--- src/sv/ids_pkg.sv ---
// ----------------------------------------------------------------------------
// ids_pkg
// Shared types and codes for the item dispenser sequencer.
// ----------------------------------------------------------------------------
package ids_pkg;

  localparam int CountW     = 16;
  localparam int StableW    = 8;
  localparam int StepW      = 32;
  localparam int SpeedW     = 16;
  localparam int TargetW    = 8;
  localparam int CfgIndexW  = 3;
  localparam int CfgDataW   = 32;
  localparam int InTdataW   = 32;
  localparam int InTuserW   = 3;
  localparam int OutTdataW  = 56;

  typedef enum logic [2:0] {
    KIND_BEAM    = 3'd0,
    KIND_SWITCH  = 3'd1,
    KIND_STEP    = 3'd2,
    KIND_START   = 3'd3,
    KIND_HOME    = 3'd4,
    KIND_DISABLE = 3'd5,
    KIND_HOLD    = 3'd6,
    KIND_QUEUE   = 3'd7
  } kind_e;

  typedef enum logic [1:0] {
    PH_IDLE = 2'd0,
    PH_DISP = 2'd1,
    PH_STAB = 2'd2
  } phase_e;

  typedef enum logic [1:0] {
    MOT_NONE    = 2'd0,
    MOT_MOVE    = 2'd1,
    MOT_DISABLE = 2'd2,
    MOT_HOLD    = 2'd3
  } motor_cmd_e;

  typedef enum logic [1:0] {
    SEL_NONE = 2'd0,
    SEL_HOME = 2'd1,
    SEL_MOVE = 2'd2
  } sel_cmd_e;

  typedef enum logic [3:0] {
    EVT_NONE         = 4'd0,
    EVT_NOT_HOMED    = 4'd1,
    EVT_BAD_COUNT    = 4'd2,
    EVT_STARTED      = 4'd3,
    EVT_ITEM         = 4'd4,
    EVT_DONE         = 4'd5,
    EVT_OVERRUN      = 4'd6,
    EVT_HOMING       = 4'd7,
    EVT_ALREADY_HOME = 4'd8,
    EVT_HOMED        = 4'd9,
    EVT_DISABLED     = 4'd10,
    EVT_HELD         = 4'd11
  } event_e;

  localparam logic [CfgIndexW-1:0] CFG_STABLE_NEEDED = 3'd0;
  localparam logic [CfgIndexW-1:0] CFG_TOO_FAR_STEPS = 3'd1;
  localparam logic [CfgIndexW-1:0] CFG_DISP_SPEED    = 3'd2;
  localparam logic [CfgIndexW-1:0] CFG_DISP_DIR      = 3'd3;
  localparam logic [CfgIndexW-1:0] CFG_HOME_SPEED    = 3'd4;
  localparam logic [CfgIndexW-1:0] CFG_HOME_DIR      = 3'd5;

  typedef struct packed {
    kind_e              kind;
    logic               beam_broken;
    logic               switch_pressed;
    logic [CountW-1:0]  item_count;
    logic               skip_homing;
    logic [1:0]         selector_action;
    logic [TargetW-1:0] selector_position;
  } item_t;

  typedef struct packed {
    motor_cmd_e         motor_command;
    logic [SpeedW-1:0]  motor_speed;
    logic               motor_direction;
    event_e             event_res;
    logic [CountW-1:0]  items_remaining;
    logic               is_homed;
    sel_cmd_e           selector_command;
    logic [TargetW-1:0] selector_target;
  } result_t;

endpackage

--- src/sv/ids_ctrl.sv ---
// ----------------------------------------------------------------------------
// ids_ctrl
// Sequencer state, configuration registers and one-item step logic.
// ----------------------------------------------------------------------------
module ids_ctrl (
  input  logic                            clk_i,
  input  logic                            rst_ni,
  input  logic                            cfg_we_i,
  input  logic [ids_pkg::CfgIndexW-1:0]   cfg_index_i,
  input  logic [ids_pkg::CfgDataW-1:0]    cfg_data_i,
  input  logic                            step_en_i,
  input  ids_pkg::item_t                  item_i,
  output ids_pkg::result_t                res_o
);
  import ids_pkg::*;

  logic [StableW-1:0] stable_needed_q;
  logic [StepW-1:0]   too_far_q;
  logic [SpeedW-1:0]  disp_speed_q;
  logic               disp_dir_q;
  logic [SpeedW-1:0]  home_speed_q;
  logic               home_dir_q;

  phase_e             phase_q, phase_d;
  logic               homing_active_q, homing_active_d;
  logic               homed_q, homed_d;
  logic               switch_level_q, switch_level_d;
  logic               no_home_after_q, no_home_after_d;
  logic [CountW-1:0]  items_left_q, items_left_d;
  logic [StableW-1:0] settle_cnt_q, settle_cnt_d;
  logic [StepW-1:0]   step_pos_q, step_pos_d;
  logic [1:0]         pend_action_q, pend_action_d;
  logic [TargetW-1:0] pend_target_q, pend_target_d;

  logic [CountW-1:0]  items_dec;
  logic [StableW-1:0] stable_new;
  logic               end_run;
  result_t            res;

  always_ff @(posedge clk_i or negedge rst_ni) begin
    if (!rst_ni) begin
      stable_needed_q <= StableW'(10);
      too_far_q       <= StepW'(100000);
      disp_speed_q    <= SpeedW'(100);
      disp_dir_q      <= 1'b0;
      home_speed_q    <= SpeedW'(100);
      home_dir_q      <= 1'b1;
    end else if (cfg_we_i) begin
      unique case (cfg_index_i)
        CFG_STABLE_NEEDED: stable_needed_q <= cfg_data_i[StableW-1:0];
        CFG_TOO_FAR_STEPS: too_far_q       <= cfg_data_i[StepW-1:0];
        CFG_DISP_SPEED:    disp_speed_q    <= cfg_data_i[SpeedW-1:0];
        CFG_DISP_DIR:      disp_dir_q      <= cfg_data_i[0];
        CFG_HOME_SPEED:    home_speed_q    <= cfg_data_i[SpeedW-1:0];
        CFG_HOME_DIR:      home_dir_q      <= cfg_data_i[0];
        default: ;
      endcase
    end
  end

  always_comb begin
    phase_d         = phase_q;
    homing_active_d = homing_active_q;
    homed_d         = homed_q;
    switch_level_d  = switch_level_q;
    no_home_after_d = no_home_after_q;
    items_left_d    = items_left_q;
    settle_cnt_d    = settle_cnt_q;
    step_pos_d      = step_pos_q;
    pend_action_d   = pend_action_q;
    pend_target_d   = pend_target_q;
    items_dec       = items_left_q - CountW'(1);
    stable_new      = settle_cnt_q;
    end_run         = 1'b0;

    res = '0;
    res.motor_command    = MOT_NONE;
    res.event_res        = EVT_NONE;
    res.selector_command = SEL_NONE;

    unique case (item_i.kind)
      KIND_BEAM: begin
        if (phase_q == PH_DISP) begin
          if (item_i.beam_broken) begin
            res.motor_command = MOT_DISABLE;
            items_left_d      = items_dec;
            if (items_dec == '0) begin
              end_run       = 1'b1;
              res.event_res = EVT_DONE;
            end else begin
              res.event_res = EVT_ITEM;
              phase_d       = PH_STAB;
              settle_cnt_d  = '0;
            end
          end else if (step_pos_q >= too_far_q) begin
            end_run       = 1'b1;
            res.event_res = EVT_OVERRUN;
          end
        end else if (phase_q == PH_STAB) begin
          if (item_i.beam_broken) begin
            stable_new = '0;
          end else if (settle_cnt_q != '1) begin
            stable_new = settle_cnt_q + StableW'(1);
          end
          if (stable_new >= stable_needed_q) begin
            res.motor_command   = MOT_MOVE;
            res.motor_speed     = disp_speed_q;
            res.motor_direction = disp_dir_q;
            phase_d             = PH_DISP;
            settle_cnt_d        = '0;
          end else begin
            settle_cnt_d = stable_new;
          end
        end
      end
      KIND_SWITCH: begin
        switch_level_d = item_i.switch_pressed;
        if (item_i.switch_pressed) begin
          homed_d = 1'b0;
        end else if (homing_active_q) begin
          res.motor_command = MOT_DISABLE;
          homing_active_d   = 1'b0;
          homed_d           = 1'b1;
          res.event_res     = EVT_HOMED;
          if (pend_action_q == SEL_HOME) begin
            res.selector_command = SEL_HOME;
          end else if (pend_action_q == SEL_MOVE) begin
            res.selector_command = SEL_MOVE;
            res.selector_target  = pend_target_q;
          end
          pend_action_d = '0;
        end
      end
      KIND_STEP: begin
        if (phase_q != PH_IDLE && step_pos_q != '1) begin
          step_pos_d = step_pos_q + StepW'(1);
        end
      end
      KIND_START: begin
        if (item_i.skip_homing) begin
          no_home_after_d = 1'b1;
        end
        if (switch_level_q) begin
          res.event_res = EVT_NOT_HOMED;
        end else if (item_i.item_count == '0) begin
          res.event_res = EVT_BAD_COUNT;
        end else begin
          items_left_d        = item_i.item_count;
          step_pos_d          = '0;
          settle_cnt_d        = '0;
          phase_d             = PH_DISP;
          res.motor_command   = MOT_MOVE;
          res.motor_speed     = disp_speed_q;
          res.motor_direction = disp_dir_q;
          res.event_res       = EVT_STARTED;
        end
      end
      KIND_HOME: begin
        if (!homed_q) begin
          homing_active_d     = 1'b1;
          res.motor_command   = MOT_MOVE;
          res.motor_speed     = home_speed_q;
          res.motor_direction = home_dir_q;
          res.event_res       = EVT_HOMING;
        end else begin
          res.event_res = EVT_ALREADY_HOME;
        end
      end
      KIND_DISABLE: begin
        res.motor_command = MOT_DISABLE;
        phase_d           = PH_IDLE;
        res.event_res     = EVT_DISABLED;
      end
      KIND_HOLD: begin
        res.motor_command = MOT_HOLD;
        res.event_res     = EVT_HELD;
      end
      KIND_QUEUE: begin
        pend_action_d = item_i.selector_action;
        pend_target_d = item_i.selector_position;
      end
      default: ;
    endcase

    // run end: drop to idle, then home unless skip was requested
    if (end_run) begin
      phase_d         = PH_IDLE;
      homed_d         = 1'b0;
      no_home_after_d = 1'b0;
      if (!no_home_after_q) begin
        homing_active_d     = 1'b1;
        res.motor_command   = MOT_MOVE;
        res.motor_speed     = home_speed_q;
        res.motor_direction = home_dir_q;
      end else begin
        res.motor_command = MOT_DISABLE;
      end
    end

    res.items_remaining = items_left_d;
    res.is_homed        = homed_d;
  end

  always_ff @(posedge clk_i or negedge rst_ni) begin
    if (!rst_ni) begin
      phase_q         <= PH_IDLE;
      homing_active_q <= 1'b0;
      homed_q         <= 1'b1;
      switch_level_q  <= 1'b0;
      no_home_after_q <= 1'b0;
      items_left_q    <= '0;
      settle_cnt_q    <= '0;
      step_pos_q      <= '0;
      pend_action_q   <= '0;
      pend_target_q   <= '0;
    end else if (step_en_i) begin
      phase_q         <= phase_d;
      homing_active_q <= homing_active_d;
      homed_q         <= homed_d;
      switch_level_q  <= switch_level_d;
      no_home_after_q <= no_home_after_d;
      items_left_q    <= items_left_d;
      settle_cnt_q    <= settle_cnt_d;
      step_pos_q      <= step_pos_d;
      pend_action_q   <= pend_action_d;
      pend_target_q   <= pend_target_d;
    end
  end

  assign res_o = res;

  a_move_fields: assert property (@(posedge clk_i) disable iff (!rst_ni)
    step_en_i && res.motor_command != MOT_MOVE |->
      res.motor_speed == '0 && res.motor_direction == 1'b0)
    else $error("motor speed or direction set without a move");

  a_target_only_on_move: assert property (@(posedge clk_i) disable iff (!rst_ni)
    step_en_i && res.selector_target != '0 |-> res.selector_command == SEL_MOVE)
    else $error("selector target set without a move");

  a_hold_keeps_state: assert property (@(posedge clk_i) disable iff (!rst_ni)
    step_en_i && item_i.kind == KIND_HOLD |=>
      $stable(phase_q) && $stable(items_left_q) && $stable(homed_q))
    else $error("hold changed sequencer state");

  a_homed_clears: assert property (@(posedge clk_i) disable iff (!rst_ni)
    step_en_i && res.event_res == EVT_HOMED |=>
      !homing_active_q && homed_q && pend_action_q == '0)
    else $error("homed event left homing state behind");

  a_stab_count: assert property (@(posedge clk_i) disable iff (!rst_ni)
    phase_q == PH_DISP |-> settle_cnt_q == '0)
    else $error("settle count nonzero while dispensing");

endmodule

--- src/sv/item_dispenser_sequencer.sv ---
// ----------------------------------------------------------------------------
// item_dispenser_sequencer
// Dispense, homing and selector-release sequencer with one result per item.
// ----------------------------------------------------------------------------
// Input items (commands, beam samples, switch changes, step ticks) arrive on
// the s_axis channel, with the item kind in tuser. Every accepted item gives
// exactly one result on the m_axis channel: motor command, event code, items
// left, homed flag and any released selector action.
// An item is registered in the input register at its transfer, evaluated
// against the sequencer state and written to the output register, from
// which its result is offered on m_axis. One item per cycle is taken without
// gaps while m_axis_tready stays high; the state is updated once per item.
// The output register is held while m_axis_tready is low; one item waits in
// the input register, after which s_axis_tready drops until the result moves.
// Registers are written through cfg_we_i/cfg_index_i/cfg_data_i; the user must write them only while idle,
// the block itself does not enforce this. Reset loads the register defaults and leaves the block idle, homed,
// with the switch released and no selector action pending.
// ----------------------------------------------------------------------------
module item_dispenser_sequencer (
  input  logic                            clk_i,
  input  logic                            rst_ni,
  input  logic                            cfg_we_i,
  input  logic [ids_pkg::CfgIndexW-1:0]   cfg_index_i,
  input  logic [ids_pkg::CfgDataW-1:0]    cfg_data_i,
  input  logic                            s_axis_tvalid,
  output logic                            s_axis_tready,
  // beam_broken, switch_pressed, item_count, skip_homing, selector_action,
  // selector_position
  input  logic [ids_pkg::InTdataW-1:0]    s_axis_tdata,
  // kind
  input  logic [ids_pkg::InTuserW-1:0]    s_axis_tuser,
  output logic                            m_axis_tvalid,
  input  logic                            m_axis_tready,
  // motor_command, motor_speed, motor_direction, event_res, items_remaining,
  // is_homed, selector_command, selector_target
  output logic [ids_pkg::OutTdataW-1:0]   m_axis_tdata
);
  import ids_pkg::*;

  item_t   in_item;
  item_t   in_q;
  logic    in_valid_q;
  result_t res;
  result_t out_q;
  logic    out_valid_q;
  logic    step_en;

  assign in_item.kind              = kind_e'(s_axis_tuser);
  assign in_item.beam_broken       = s_axis_tdata[0];
  assign in_item.switch_pressed    = s_axis_tdata[1];
  assign in_item.item_count        = s_axis_tdata[17:2];
  assign in_item.skip_homing       = s_axis_tdata[18];
  assign in_item.selector_action   = s_axis_tdata[20:19];
  assign in_item.selector_position = s_axis_tdata[28:21];

  assign step_en       = in_valid_q && (!out_valid_q || m_axis_tready);
  assign s_axis_tready = !in_valid_q || step_en;

  always_ff @(posedge clk_i or negedge rst_ni) begin
    if (!rst_ni) begin
      in_valid_q <= 1'b0;
    end else if (s_axis_tready) begin
      in_valid_q <= s_axis_tvalid;
    end
  end

  always_ff @(posedge clk_i) begin
    if (s_axis_tready && s_axis_tvalid) begin
      in_q <= in_item;
    end
  end

  ids_ctrl u_ctrl (
    .clk_i       (clk_i),
    .rst_ni      (rst_ni),
    .cfg_we_i    (cfg_we_i),
    .cfg_index_i (cfg_index_i),
    .cfg_data_i  (cfg_data_i),
    .step_en_i   (step_en),
    .item_i      (in_q),
    .res_o       (res)
  );

  always_ff @(posedge clk_i or negedge rst_ni) begin
    if (!rst_ni) begin
      out_valid_q <= 1'b0;
    end else if (step_en) begin
      out_valid_q <= 1'b1;
    end else if (m_axis_tready) begin
      out_valid_q <= 1'b0;
    end
  end

  always_ff @(posedge clk_i) begin
    if (step_en) begin
      out_q <= res;
    end
  end

  assign m_axis_tvalid = out_valid_q;
  assign m_axis_tdata  = {6'b0, out_q.selector_target, out_q.selector_command,
                          out_q.is_homed, out_q.items_remaining, out_q.event_res,
                          out_q.motor_direction, out_q.motor_speed,
                          out_q.motor_command};

endmodule
--- config.mk ---
export PLATFORM = sky130hd
export DESIGN_NAME = item_dispenser_sequencer
export DESIGN_NICKNAME = d
export VERILOG_FILES = /design/src/sv/ids_pkg.sv /design/src/sv/ids_ctrl.sv /design/src/sv/item_dispenser_sequencer.sv
export SDC_FILE = /design/constraint.sdc
export NUM_CORES = 1
export LEC_CHECK = 0
export BUFFER_PORTS_ARGS = -buffer_cell sky130_fd_sc_hd__buf_2
export CORE_MARGIN = 1
export CORE_UTILIZATION = 55
export DETAILED_ROUTE_END_ITERATION = 8
export MAX_ROUTING_LAYER = met4
export PLACE_DENSITY = 0.82
export SLEW_MARGIN = 20
export SYNTH_ARGS = -nofsm -noshare
export SYNTH_HDL_FRONTEND = slang
export SYNTH_SLANG_ARGS = --single-unit
--- constraint.sdc ---
create_clock -name clk_i -period 6.8 [get_ports clk_i]
set_clock_uncertainty 0.15 [all_clocks]
set_input_delay 1.36 -clock clk_i [delete_from_list [all_inputs] [get_ports clk_i]]
set_output_delay 1.36 -clock clk_i [all_outputs]
set_load 0.01 [all_outputs]
==> out/qor.yml, run 1 <==
clockBufferDepth: 3
async_flop_share_pct: 64.3
path_clk_slew_ps: 60
viasPerCell: 5.73
detail_route.iter0.violations: 589
placed_area_um2: 12000
max-cap-violations: 0
power_density_nw_per_um2: 303
synth_edf_count: 82
clkSinkCount: 230
critPathLaunchType: "primary input"
hp-class: "flip-flop to flip-flop"
numCtsBuffers: 24
postCtsSetupBuffers: 0
die-area_um2: 20900
p_leak_nw: 5.51
maxSlewHeadroom_pct: 38.7
cts_hold_buf: 0
globalplace.congestion: 0.936
period_needed_ps: 3920
cp.required_ps: 7050
outcome: "complete, no violations"
die_w_um: 144
grt_max_degree: 93
finalSetupTns_ps: 0
wire_per_inst_um: 16.3
ys.flop_type: "dfrtp_1"
cp-end-kind: "flip-flop"
setup_violations: 0
antenna_left: 0
track_usage_pct: 24.2
path_max_fanout: 53
yosys_warnings: 0
slew_violations: 0
grt_overflow_total: 0
fmax_mhz: 255
vias: 8276
clockRootBuffer: "clkbuf_16"
routed_wl_mm: 23.5
synthToLayoutAreaGrowth_pct: 14.6
antenna_found_initial: 1
drive_above_1_share_pct: 21.4
ys_seq_area_share_pct: 55.5
worstPathArrival_ps: 4170
hpwl_mm: 16.0
ys_types: 81
final_cells: 1445
avgSynthCellArea_um2: 10.7
ir_worst_vdd_mv: 0.187
grt_pass1_vias: 7918
start_util_pct: 56.7
portBuffers: 123
ctsHtreeMaxLevel: 1
die_h_um: 144
grt_pass1_wl_mm: 38.7
cts_tree: "built"
boundaryPins: 133
drc: 0
synth-seq-cells: 230
synth_area_um2: 11200
num_rows: 51
syn_inst: 1045
clk_latency_ps: 530
worstSetupPathType: "primary input to flip-flop"
period_share_pct: 57.6
dr.pass1.iters: 5
core-area_um2: 19700
rsz0062_at_grt: "false"
postLayoutCellArea_um2: 12800
fillCellCount: 1526
finalHoldViolCount: 0
final_net_count: 1280
cts_resized: 0
worstMarginPinSlew_ps: 918
placed_cells: 1400
through the flow:
step / util, % / hold slack [ps] / power, mW / worst slack [ps]
floorplan: - / 304 / 2.40 / 2950
global placement: 61.1 / 308 / 2.59 / 2480
detailed placement: 61.1 / 317 / 2.62 / 2450
CTS: 65.0 / 333 / 3.90 / 2970
global route: 65.0 / 347 / 4.08 / 2690
finish: 65.0 / 330 / 3.88 / 2880
worst max-delay path, stage by stage:
cell and delay (ps):
buf_2 100, nand2b_1 140, nand2_1 390, clkinv_2 860
buf_4 540, nand3_1 370, mux2_2 390
final timing paths:
| kind | from | cells past startpoint | to | slack, ps |
|---|---|---|---|---|
| worst max-delay path | m_axis_tready | 7 | u_ctrl.pend_target_q[5] | 2880 |
| max in group asynchronous | rst_ni | 2 | u_ctrl.settle_cnt_q[2] | 4480 |
| worst min register to register | in_q[2] | 1 | u_ctrl.pend_target_q[2] | 330 |
| worst min-delay path | in_q[2] | 1 | u_ctrl.pend_target_q[2] | 330 |
| min in group asynchronous | rst_ni | 1 | u_ctrl.too_far_q[18] | 760 |
| worst max register to register | u_ctrl.settle_cnt_q[3] | 13 | m_axis_tdata[8] | 3150 |
cells in the final DEF (no fill, tap or decap), drive strengths merged, types with 6 or more instances in the layout:
master,count
a211oi,7
a21oi,28
a221o,9
a22o,7
and2,15
and3,7
and4,6
buf,134
clkbuf,34
clkinv,8
conb,6
dfrtp,132
dfstp,16
edfxtp,82
ha,44
inv,67
mux2,40
nand2,136
nand2b,13
nand3,29
nand4,18
nor2,71
nor3,23
nor3b,9
nor4,16
o211ai,7
o21ai,101
or3,10
xnor2,11
xor2,24
sequential cells by signal, summed over array words and instances, names as in the netlist, 2 cells and up:
name                    count
u_ctrl.settle_cnt_q         8
u_ctrl.home_speed_q        16
u_ctrl.stable_needed_q      8
u_ctrl.too_far_q           32
u_ctrl.phase_q              2
u_ctrl.pend_target_q        8
u_ctrl.pend_action_q        2
u_ctrl.disp_speed_q        16
in_q                       32
m_axis_tdata               50
u_ctrl.items_left_q        16
u_ctrl.step_pos_q          32
per-layer routing:
layer	wire [um]	vias up	part of all wire, %	global-route usage [%]
met5	0	-	0	-
met4	513	0	2.2	7.65
met3	1450	46	6.2	3.71
met2	11000	277	47	38.2
met1	10600	4015	45	32.4
li1	-	3938	-	-
logic make-up after synthesis:
group                      after synthesis  synth area share [%]
AOI/OAI and AO/OA                      205                  12.0
xor gates and xnor gates                35                  2.75
adders and majority gates               44                  4.94
buffers and inverters                  117                  4.36
DFF                                    230                  55.5
muxes                                   41                  4.13
other                                    1                0.0336
and+or+nand+nor                        372                  16.3
report_power, final:
group	total, mW	switching, mW	internal [mW]	leakage [nW]
clock network	1.26	0.527	0.733	0.372
logic	0.753	0.432	0.321	2.49
registers	1.86	0.172	1.69	2.65
area by class of cell:
cell class	instances	area, um^2	share of cell area [%]
diodes	1	2.50	0.0196
clock buffers	34	678	5.31
clock inverters	10	88.8	0.695
inverters	68	256	2.01
multi-input cells	703	4530	35.4
flip-flops and latches	230	6190	48.4
well taps	265	332	2.60
repair buffers	134	704	5.51
cells in the mapped netlist, types with 6 or more instances:
| master | n | area [um^2] |
|---|---|---|
| and3_1 | 7 | 43.8 |
| mux2_2 | 39 | 439 |
| nand4_1 | 18 | 113 |
| nor4_1 | 15 | 93.8 |
| clkbuf_1 | 34 | 128 |
| nor3_1 | 22 | 110 |
| nor3b_1 | 9 | 67.6 |
| xnor2_1 | 11 | 96.3 |
| edfxtp_1 | 82 | 2460 |
| nand2b_1 | 13 | 81.3 |
| buf_4 | 6 | 45.0 |
| inv_1 | 67 | 251 |
| a22o_1 | 7 | 61.3 |
| a211oi_1 | 7 | 52.6 |
| and4_1 | 6 | 52.6 |
| and2_1 | 15 | 93.8 |
| o21ai_0 | 92 | 460 |
| or3_1 | 10 | 62.6 |
| a221o_1 | 9 | 90.1 |
| nor2_1 | 70 | 263 |
| xor2_1 | 24 | 210 |
| a21oi_1 | 27 | 135 |
| nand3_1 | 29 | 145 |
| o21ai_2 | 9 | 78.8 |
| nand2_1 | 136 | 510 |
| dfstp_2 | 16 | 420 |
| ha_1 | 44 | 551 |
| o211ai_1 | 7 | 52.6 |
| dfrtp_1 | 132 | 3300 |
(Power assumes the default switching activity.)
==> inputs of run 2 (changes only) <==
- CORE_UTILIZATION: 55 -> 53
- PLACE_DENSITY: 0.82 -> 0.83
- clock period: 6.8 -> 3.4 ns (I/O delays scaled with it)
==> run 2 against run 1 <==
Compared with the run above:
- critical path depth increased by 3
- final area is 3.5% higher
- non-clock buffer count is 30 higher
- routed wire length rose by 7.7%
- first-iteration DRC count increased by 22%
- setup slack got worse by 2800 ps
- critical path type is now flip-flop to flip-flop
- critical endpoint is now m_axis_tdata[16]
==> out/qor.yml, run 2 (same netlist as run 1, synthesis figures left out) <==
clkSinkCount: 230  # unchanged
die_w_um: 147  # was 144 um
setup_violations: 0  # unchanged
grt_max_degree: 77  # was 93
routed.top_layer: "met4"  # unchanged
die_h_um: 147  # was 144 um
boundaryPins: 133  # unchanged
power.switching_mw: 2.35  # was 1.13 mW
antenna_found_initial: 0  # was 1
wire_per_inst_um: 17.1  # was 16.3 um
final_cell_mix: "136 x nand2_1, 132 x dfrtp_1, 122 x buf_2, 92 x o21ai_0, 82 x edfxtp_1"  # unchanged
synthToLayoutAreaGrowth_pct: 18.6  # was 14.6%
clockRootBuffer: "clkbuf_16"  # unchanged
ctsHtreeMaxLevel: 1  # unchanged
vias: 8488  # was 8276
fillCellCount: 1542  # was 1526
drc: 0  # unchanged
routed_wl_mm: 25.3  # was 23.5 mm
clockPowerShare_pct: 33.3  # was 32.5%
worstSetupPathType: "flip-flop to flip-flop"  # was primary input to flip-flop
dr.pass1.iters: 6  # was 5
grt_pass1_wl_mm: 41.0  # was 38.7 mm
power_density_nw_per_um2: 610  # was 303 nW/um^2
p_seq_share_pct: 46.3  # was 48.0%
portBuffers: 123  # unchanged
period_share_pct: 97.2
detail_route.iter0.violations: 716  # was 589
max_stage_delay_ps: 540  # was 860 ps
viasPerCell: 5.73  # about the same
switching_share_pct: 29.2  # about the same
multi_input_area_um2: 4640  # was 4530 um^2
ir_worst_vdd_mv: 0.374  # was 0.187 mV
worstMarginPinSlew_ps: 933  # was 918 ps
placed_area_um2: 12200  # was 12000 um^2
core-area_um2: 20400  # was 19700 um^2
final_common_cell: "nand2_1"  # unchanged
met3_length_mm: 1.50  # was 1.45 mm
setup_ws_ps: 96.9  # was 2880 ps
period_needed_ps: 3300
critPathLaunchType: "flip-flop"  # was primary input
r2r_setup_slack_ps: 100  # was 3150 ps
grt_overflow_total: 0  # unchanged
fin_hold_ws_ps: 52.9  # was 330 ps
finalSetupTns_ps: 0  # unchanged
path_max_fanout: 7  # was 53
fmax_mhz: 303
crit_chain: "inv_1 > ha_1 > or4b_4 > o32ai_1 > a221oi_2 > o2bb2a_1 > a21boi_4 > o32a_4 > buf_12 > o21ai_2"  # was buf_2 > nand2b_1 > nand2_1 > clkinv_2 > buf_4 > nand3_1 > mux2_2
hpwl_mm: 17.1  # was 16.0 mm
wl_met2_mm: 12.2  # was 11.0 mm
hp-class: "primary input to async pin"  # was flip-flop to flip-flop
drive_above_1_share_pct: 24.6  # was 21.4%
finalHoldViolCount: 0  # unchanged
track_usage_pct: 24.1  # was 24.2%
crit_slowest_cell: "or4b_4"  # was clkinv_2
pwr-share-comb_pct: 20.4  # was 19.4%
dpl_worst_slack_ps: -36.2  # was 2450 ps
final_net_count: 1311  # was 1280
worstPathArrival_ps: 3420  # was 4170 ps
globalplace.congestion: 0.924  # was 0.936
regArea_um2: 6190  # unchanged
cp.required_ps: 3520  # was 7050 ps
p_leak_nw: 5.71  # was 5.51 nW
internal_power_mw: 5.71  # was 2.74 mW
antenna_left: 0  # unchanged
clk_latency_ps: 510  # was 530 ps
grt_pass1_vias: 8322  # was 7918
numCtsBuffers: 24  # unchanged
slew_violations: 0  # unchanged
largest_register_ff_count: 50  # unchanged
max-cap-violations: 0  # unchanged
die-area_um2: 21600  # was 20900 um^2
maxSlewHeadroom_pct: 37.7  # was 38.7%
path_clk_slew_ps: 70  # was 60 ps
cts_tree: "built"  # unchanged
postLayoutCellArea_um2: 13200  # was 12800 um^2
cts_hold_buf: 0  # unchanged
outcome: "complete, no violations"  # unchanged
clockBufferDepth: 3  # unchanged
num_rows: 52  # was 51
wl_met1_mm: 11.2  # was 10.6 mm
start_util_pct: 54.6  # was 56.7%
cp-end-kind: "flip-flop"  # unchanged
==> run 2: cell count changes in the layout (fill, tap and decap cells not counted), moves of 2 or more <==
cell / before / now
buf_4: 11 / 37
bufinv_16: 1 / 3
and3_4: 0 / 2
and3_1: 7 / 5
buf_12: 0 / 4
clkbuf_1: 6 / 2
==> run 2: worst paths after layout <==
path,start,end,cells after the start
setup / recovery,u_ctrl.items_left_q[1],m_axis_tdata[16],10
hold / removal,rst_ni,u_ctrl.too_far_q[17],1
setup reg to reg,u_ctrl.items_left_q[1],m_axis_tdata[16],10
hold reg to reg,in_q[2],u_ctrl.pend_target_q[2],1
max in group asynchronous,rst_ni,u_ctrl.home_dir_q,2
min in group clk_i,s_axis_tdata[0],in_q[28],1
==> run 2: cell type report <==
type	instances	share of cell area, %
antenna	1	0.0189
clock inverter	14	1.11
multi-input combinational	704	35.1
sequential	230	46.8
clock buffer	30	5.10
timing repair buffer	164	7.41
tap	270	2.55
inverter	68	1.93
==> run 2: power groups by stage <==
stage | combinational, mW | sequential, mW | clock (mW)
after floorplan | 1.16 | 3.65 | 0
after global placement | 1.49 | 3.73 | 0
after detailed placement | 1.56 | 3.76 | 0
after CTS | 1.58 | 3.71 | 2.73
after global routing | 1.83 | 3.78 | 2.84
final | 1.64 | 3.73 | 2.69
==> run 2: layer usage <==
| layer | vias up | track usage [%] |
|---|---|---|
| met5 | - | - |
| met4 | 0 | 6.65 |
| met3 | 44 | 3.57 |
| met2 | 313 | 38.5 |
| met1 | 4102 | 32.2 |
| li1 | 4029 | - |
==> run 2: metrics by stage <==
stage	utilization (%)	total power, mW	cells
floorplan	-	4.81	1050
global placement	59.7	5.22	1427
detailed placement	59.7	5.32	1427
CTS	63.8	8.03	1471
global route	64.7	8.45	1480
finish	64.7	8.06	1481
==> run 2: timing repair <==
item,in CTS,in global routing
pin swaps,0,3
buffers inserted,0,8
hold endpoints to repair,0,0
endpoints found under the setup margin,10,30
gates cloned,0,1
gates resized for setup,2,15
==> run 2: critical path, delay by kind of cell, from the launching register on <==
family / cells / cell delay, ps
DFF: 1 / 410
AOI/OAI and AO/OA: 6 / 1410
adders and majority gates: 1 / 260
buffers and inverters: 2 / 260
and+or+nand+nor: 1 / 540
==> inputs of run 3 (changes only) <==
- PLACE_DENSITY: 0.83 -> 0.89
==> run 3 against run 2 <==
Compared with the run above:
- critical path type unchanged
- clock power shrank 4%
- final area shrank 0.80%
- fmax shrank 0.35%
==> out/qor.yml, run 3 (same netlist as run 1, synthesis figures left out) <==
grt_max_degree: 76  # was 77
maxSlewHeadroom_pct: 49.6  # was 37.7%
track_usage_pct: 24.0  # was 24.1%
die-area_um2: 21600  # unchanged
hpwl_mm: 17.0  # was 17.1 mm
final_net_count: 1305  # was 1311
boundaryPins: 133  # unchanged
post-route-util_pct: 64.2  # was 64.7%
cp-end-kind: "flip-flop"  # unchanged
viasPerCell: 5.73  # about the same
portBuffers: 123  # unchanged
drc: 0  # unchanged
period_needed_ps: 3310  # was 3300 ps
globalplace.congestion: 0.934  # was 0.924
drive_above_1_share_pct: 23.9  # was 24.6%
die_h_um: 147  # unchanged
grt_pass1_vias: 8191  # was 8322
dr.pass1.iters: 5  # was 6
antenna_found_initial: 0  # unchanged
fmax_mhz: 302  # was 303 MHz
numCtsBuffers: 24  # unchanged
clkSinkCount: 230  # unchanged
p_total_mw: 7.96  # was 8.06 mW
antenna_left: 0  # unchanged
hp-class: "primary input to async pin"  # unchanged
cts_tree: "built"  # unchanged
clk_latency_ps: 520  # was 510 ps
die_w_um: 147  # unchanged
grt_pass1_wl_mm: 40.7  # was 41.0 mm
ir_worst_vdd_mv: 0.316  # was 0.374 mV
power_density_nw_per_um2: 607  # was 610 nW/um^2
start_util_pct: 54.6  # unchanged
clockRootBuffer: "clkbuf_16"  # unchanged
worstPathArrival_ps: 3560  # was 3420 ps
cts_hold_buf: 0  # unchanged
path_clk_slew_ps: 60  # was 70 ps
ctsHtreeMaxLevel: 1  # unchanged
largest_register_ff_count: 50  # unchanged
final_common_cell: "nand2_1"  # unchanged
routed_wl_mm: 25.5  # was 25.3 mm
finalHoldViolCount: 0  # unchanged
synthToLayoutAreaGrowth_pct: 17.6  # was 18.6%
path_max_fanout: 6  # was 7
num_rows: 52  # unchanged
outcome: "complete, no violations"  # unchanged
grt_overflow_total: 0  # unchanged
critPathLaunchType: "flip-flop"  # unchanged
clockBufferDepth: 3  # unchanged
detail_route.iter0.violations: 700  # was 716
period_share_pct: 97.5  # was 97.2%
vias: 8441  # was 8488
p_leak_nw: 5.66  # was 5.71 nW
wire_per_inst_um: 17.3  # was 17.1 um
setup_violations: 0  # unchanged
max-cap-violations: 0  # unchanged
slew_violations: 0  # unchanged
fillCellCount: 1553  # was 1542
n_antenna_cell: 0  # was 1
worstSetupPathType: "flip-flop to flip-flop"  # unchanged
final_cell_mix: "136 x nand2_1, 132 x dfrtp_1, 122 x buf_2, 89 x o21ai_0, 82 x edfxtp_1"  # was 136 x nand2_1, 132 x dfrtp_1, 122 x buf_2, 92 x o21ai_0, 82 x edfxtp_1
cp.required_ps: 3640  # was 3520 ps
core-area_um2: 20400  # unchanged
worstMarginPinSlew_ps: 755  # was 933 ps
-- run 3: stage by stage --
stage	setup slack, ps	cells	hold slack, ps	cell area, um^2	TNS [ps]
after floorplan	49.4	1050	234	11200	0
after detailed placement	-26.1	1426	316	12200	-29.8
after CTS	9.62	1470	61.2	13000	0
final	85.3	1474	48.0	13100	0
after global placement	40.4	1426	309	12200	0
after global routing	-24.6	1474	92.1	13100	-39.1
-- run 3: layout make-up --
class	instances	area [um^2]	share of cell area, %
clock inverters	11	106	0.811
repair buffers	158	935	7.13
clock buffers	33	666	5.07
multi-input cells	704	4630	35.3
inverters	68	255	1.95
flip-flops and latches	230	6190	47.2
well taps	270	338	2.58
-- run 3: metal layers --
metal  track usage (%)  part of all wire [%]  up-vias
met5                 -                     0        -
met2              38.2                    48      276
met4              5.46                   1.8        0
met3              3.57                   5.8       39
met1              32.8                    44     4126
li1                  -                     -     4000
-- run 3: timing repair --
| item | 4_1_cts | 5_1_grt |
|---|---|---|
| setup endpoints to repair | 8 | 27 |
| resized for setup | 5 | 14 |
| cloned | 0 | 1 |
| pin swaps | 1 | 2 |
| buffers inserted | 0 | 3 |
-- run 3: worst paths after layout --
| check | from | endpoint | slack [ps] | cells past startpoint |
|---|---|---|---|---|
| max | u_ctrl.settle_cnt_q[5] | u_ctrl.phase_q[1] | 90 | 13 |
| max reg2reg | u_ctrl.settle_cnt_q[5] | u_ctrl.phase_q[1] | 90 | 13 |
| max in group asynchronous | rst_ni | u_ctrl.items_left_q[4] | 2230 | 2 |
| min in group clk_i | s_axis_tdata[18] | in_q[10] | 190 | 1 |
| min | rst_ni | u_ctrl.pend_target_q[0] | 50 | 1 |
| min reg2reg | in_q[4] | u_ctrl.pend_target_q[4] | 330 | 1 |
-- run 3: worst max-delay path, stage by stage, from the launching register on --
cell      delay, ps
dfrtp_1         360
and3_1          230
and3_4          220
nand3_4         120
xor2_2          200
nand2_1          90
ha_1            280
nand2b_1        100
a21o_1          120
a211oi_1         80
o21a_1          230
o311a_1         360
or3_1           350
mux2_1          330
-- run 3: where the power goes --
part,leakage [nW],internal (mW),switching [mW],total [mW]
logic,2.63,0.708,0.980,1.69
clock network,0.383,1.52,1.05,2.57
registers,2.65,3.38,0.326,3.71
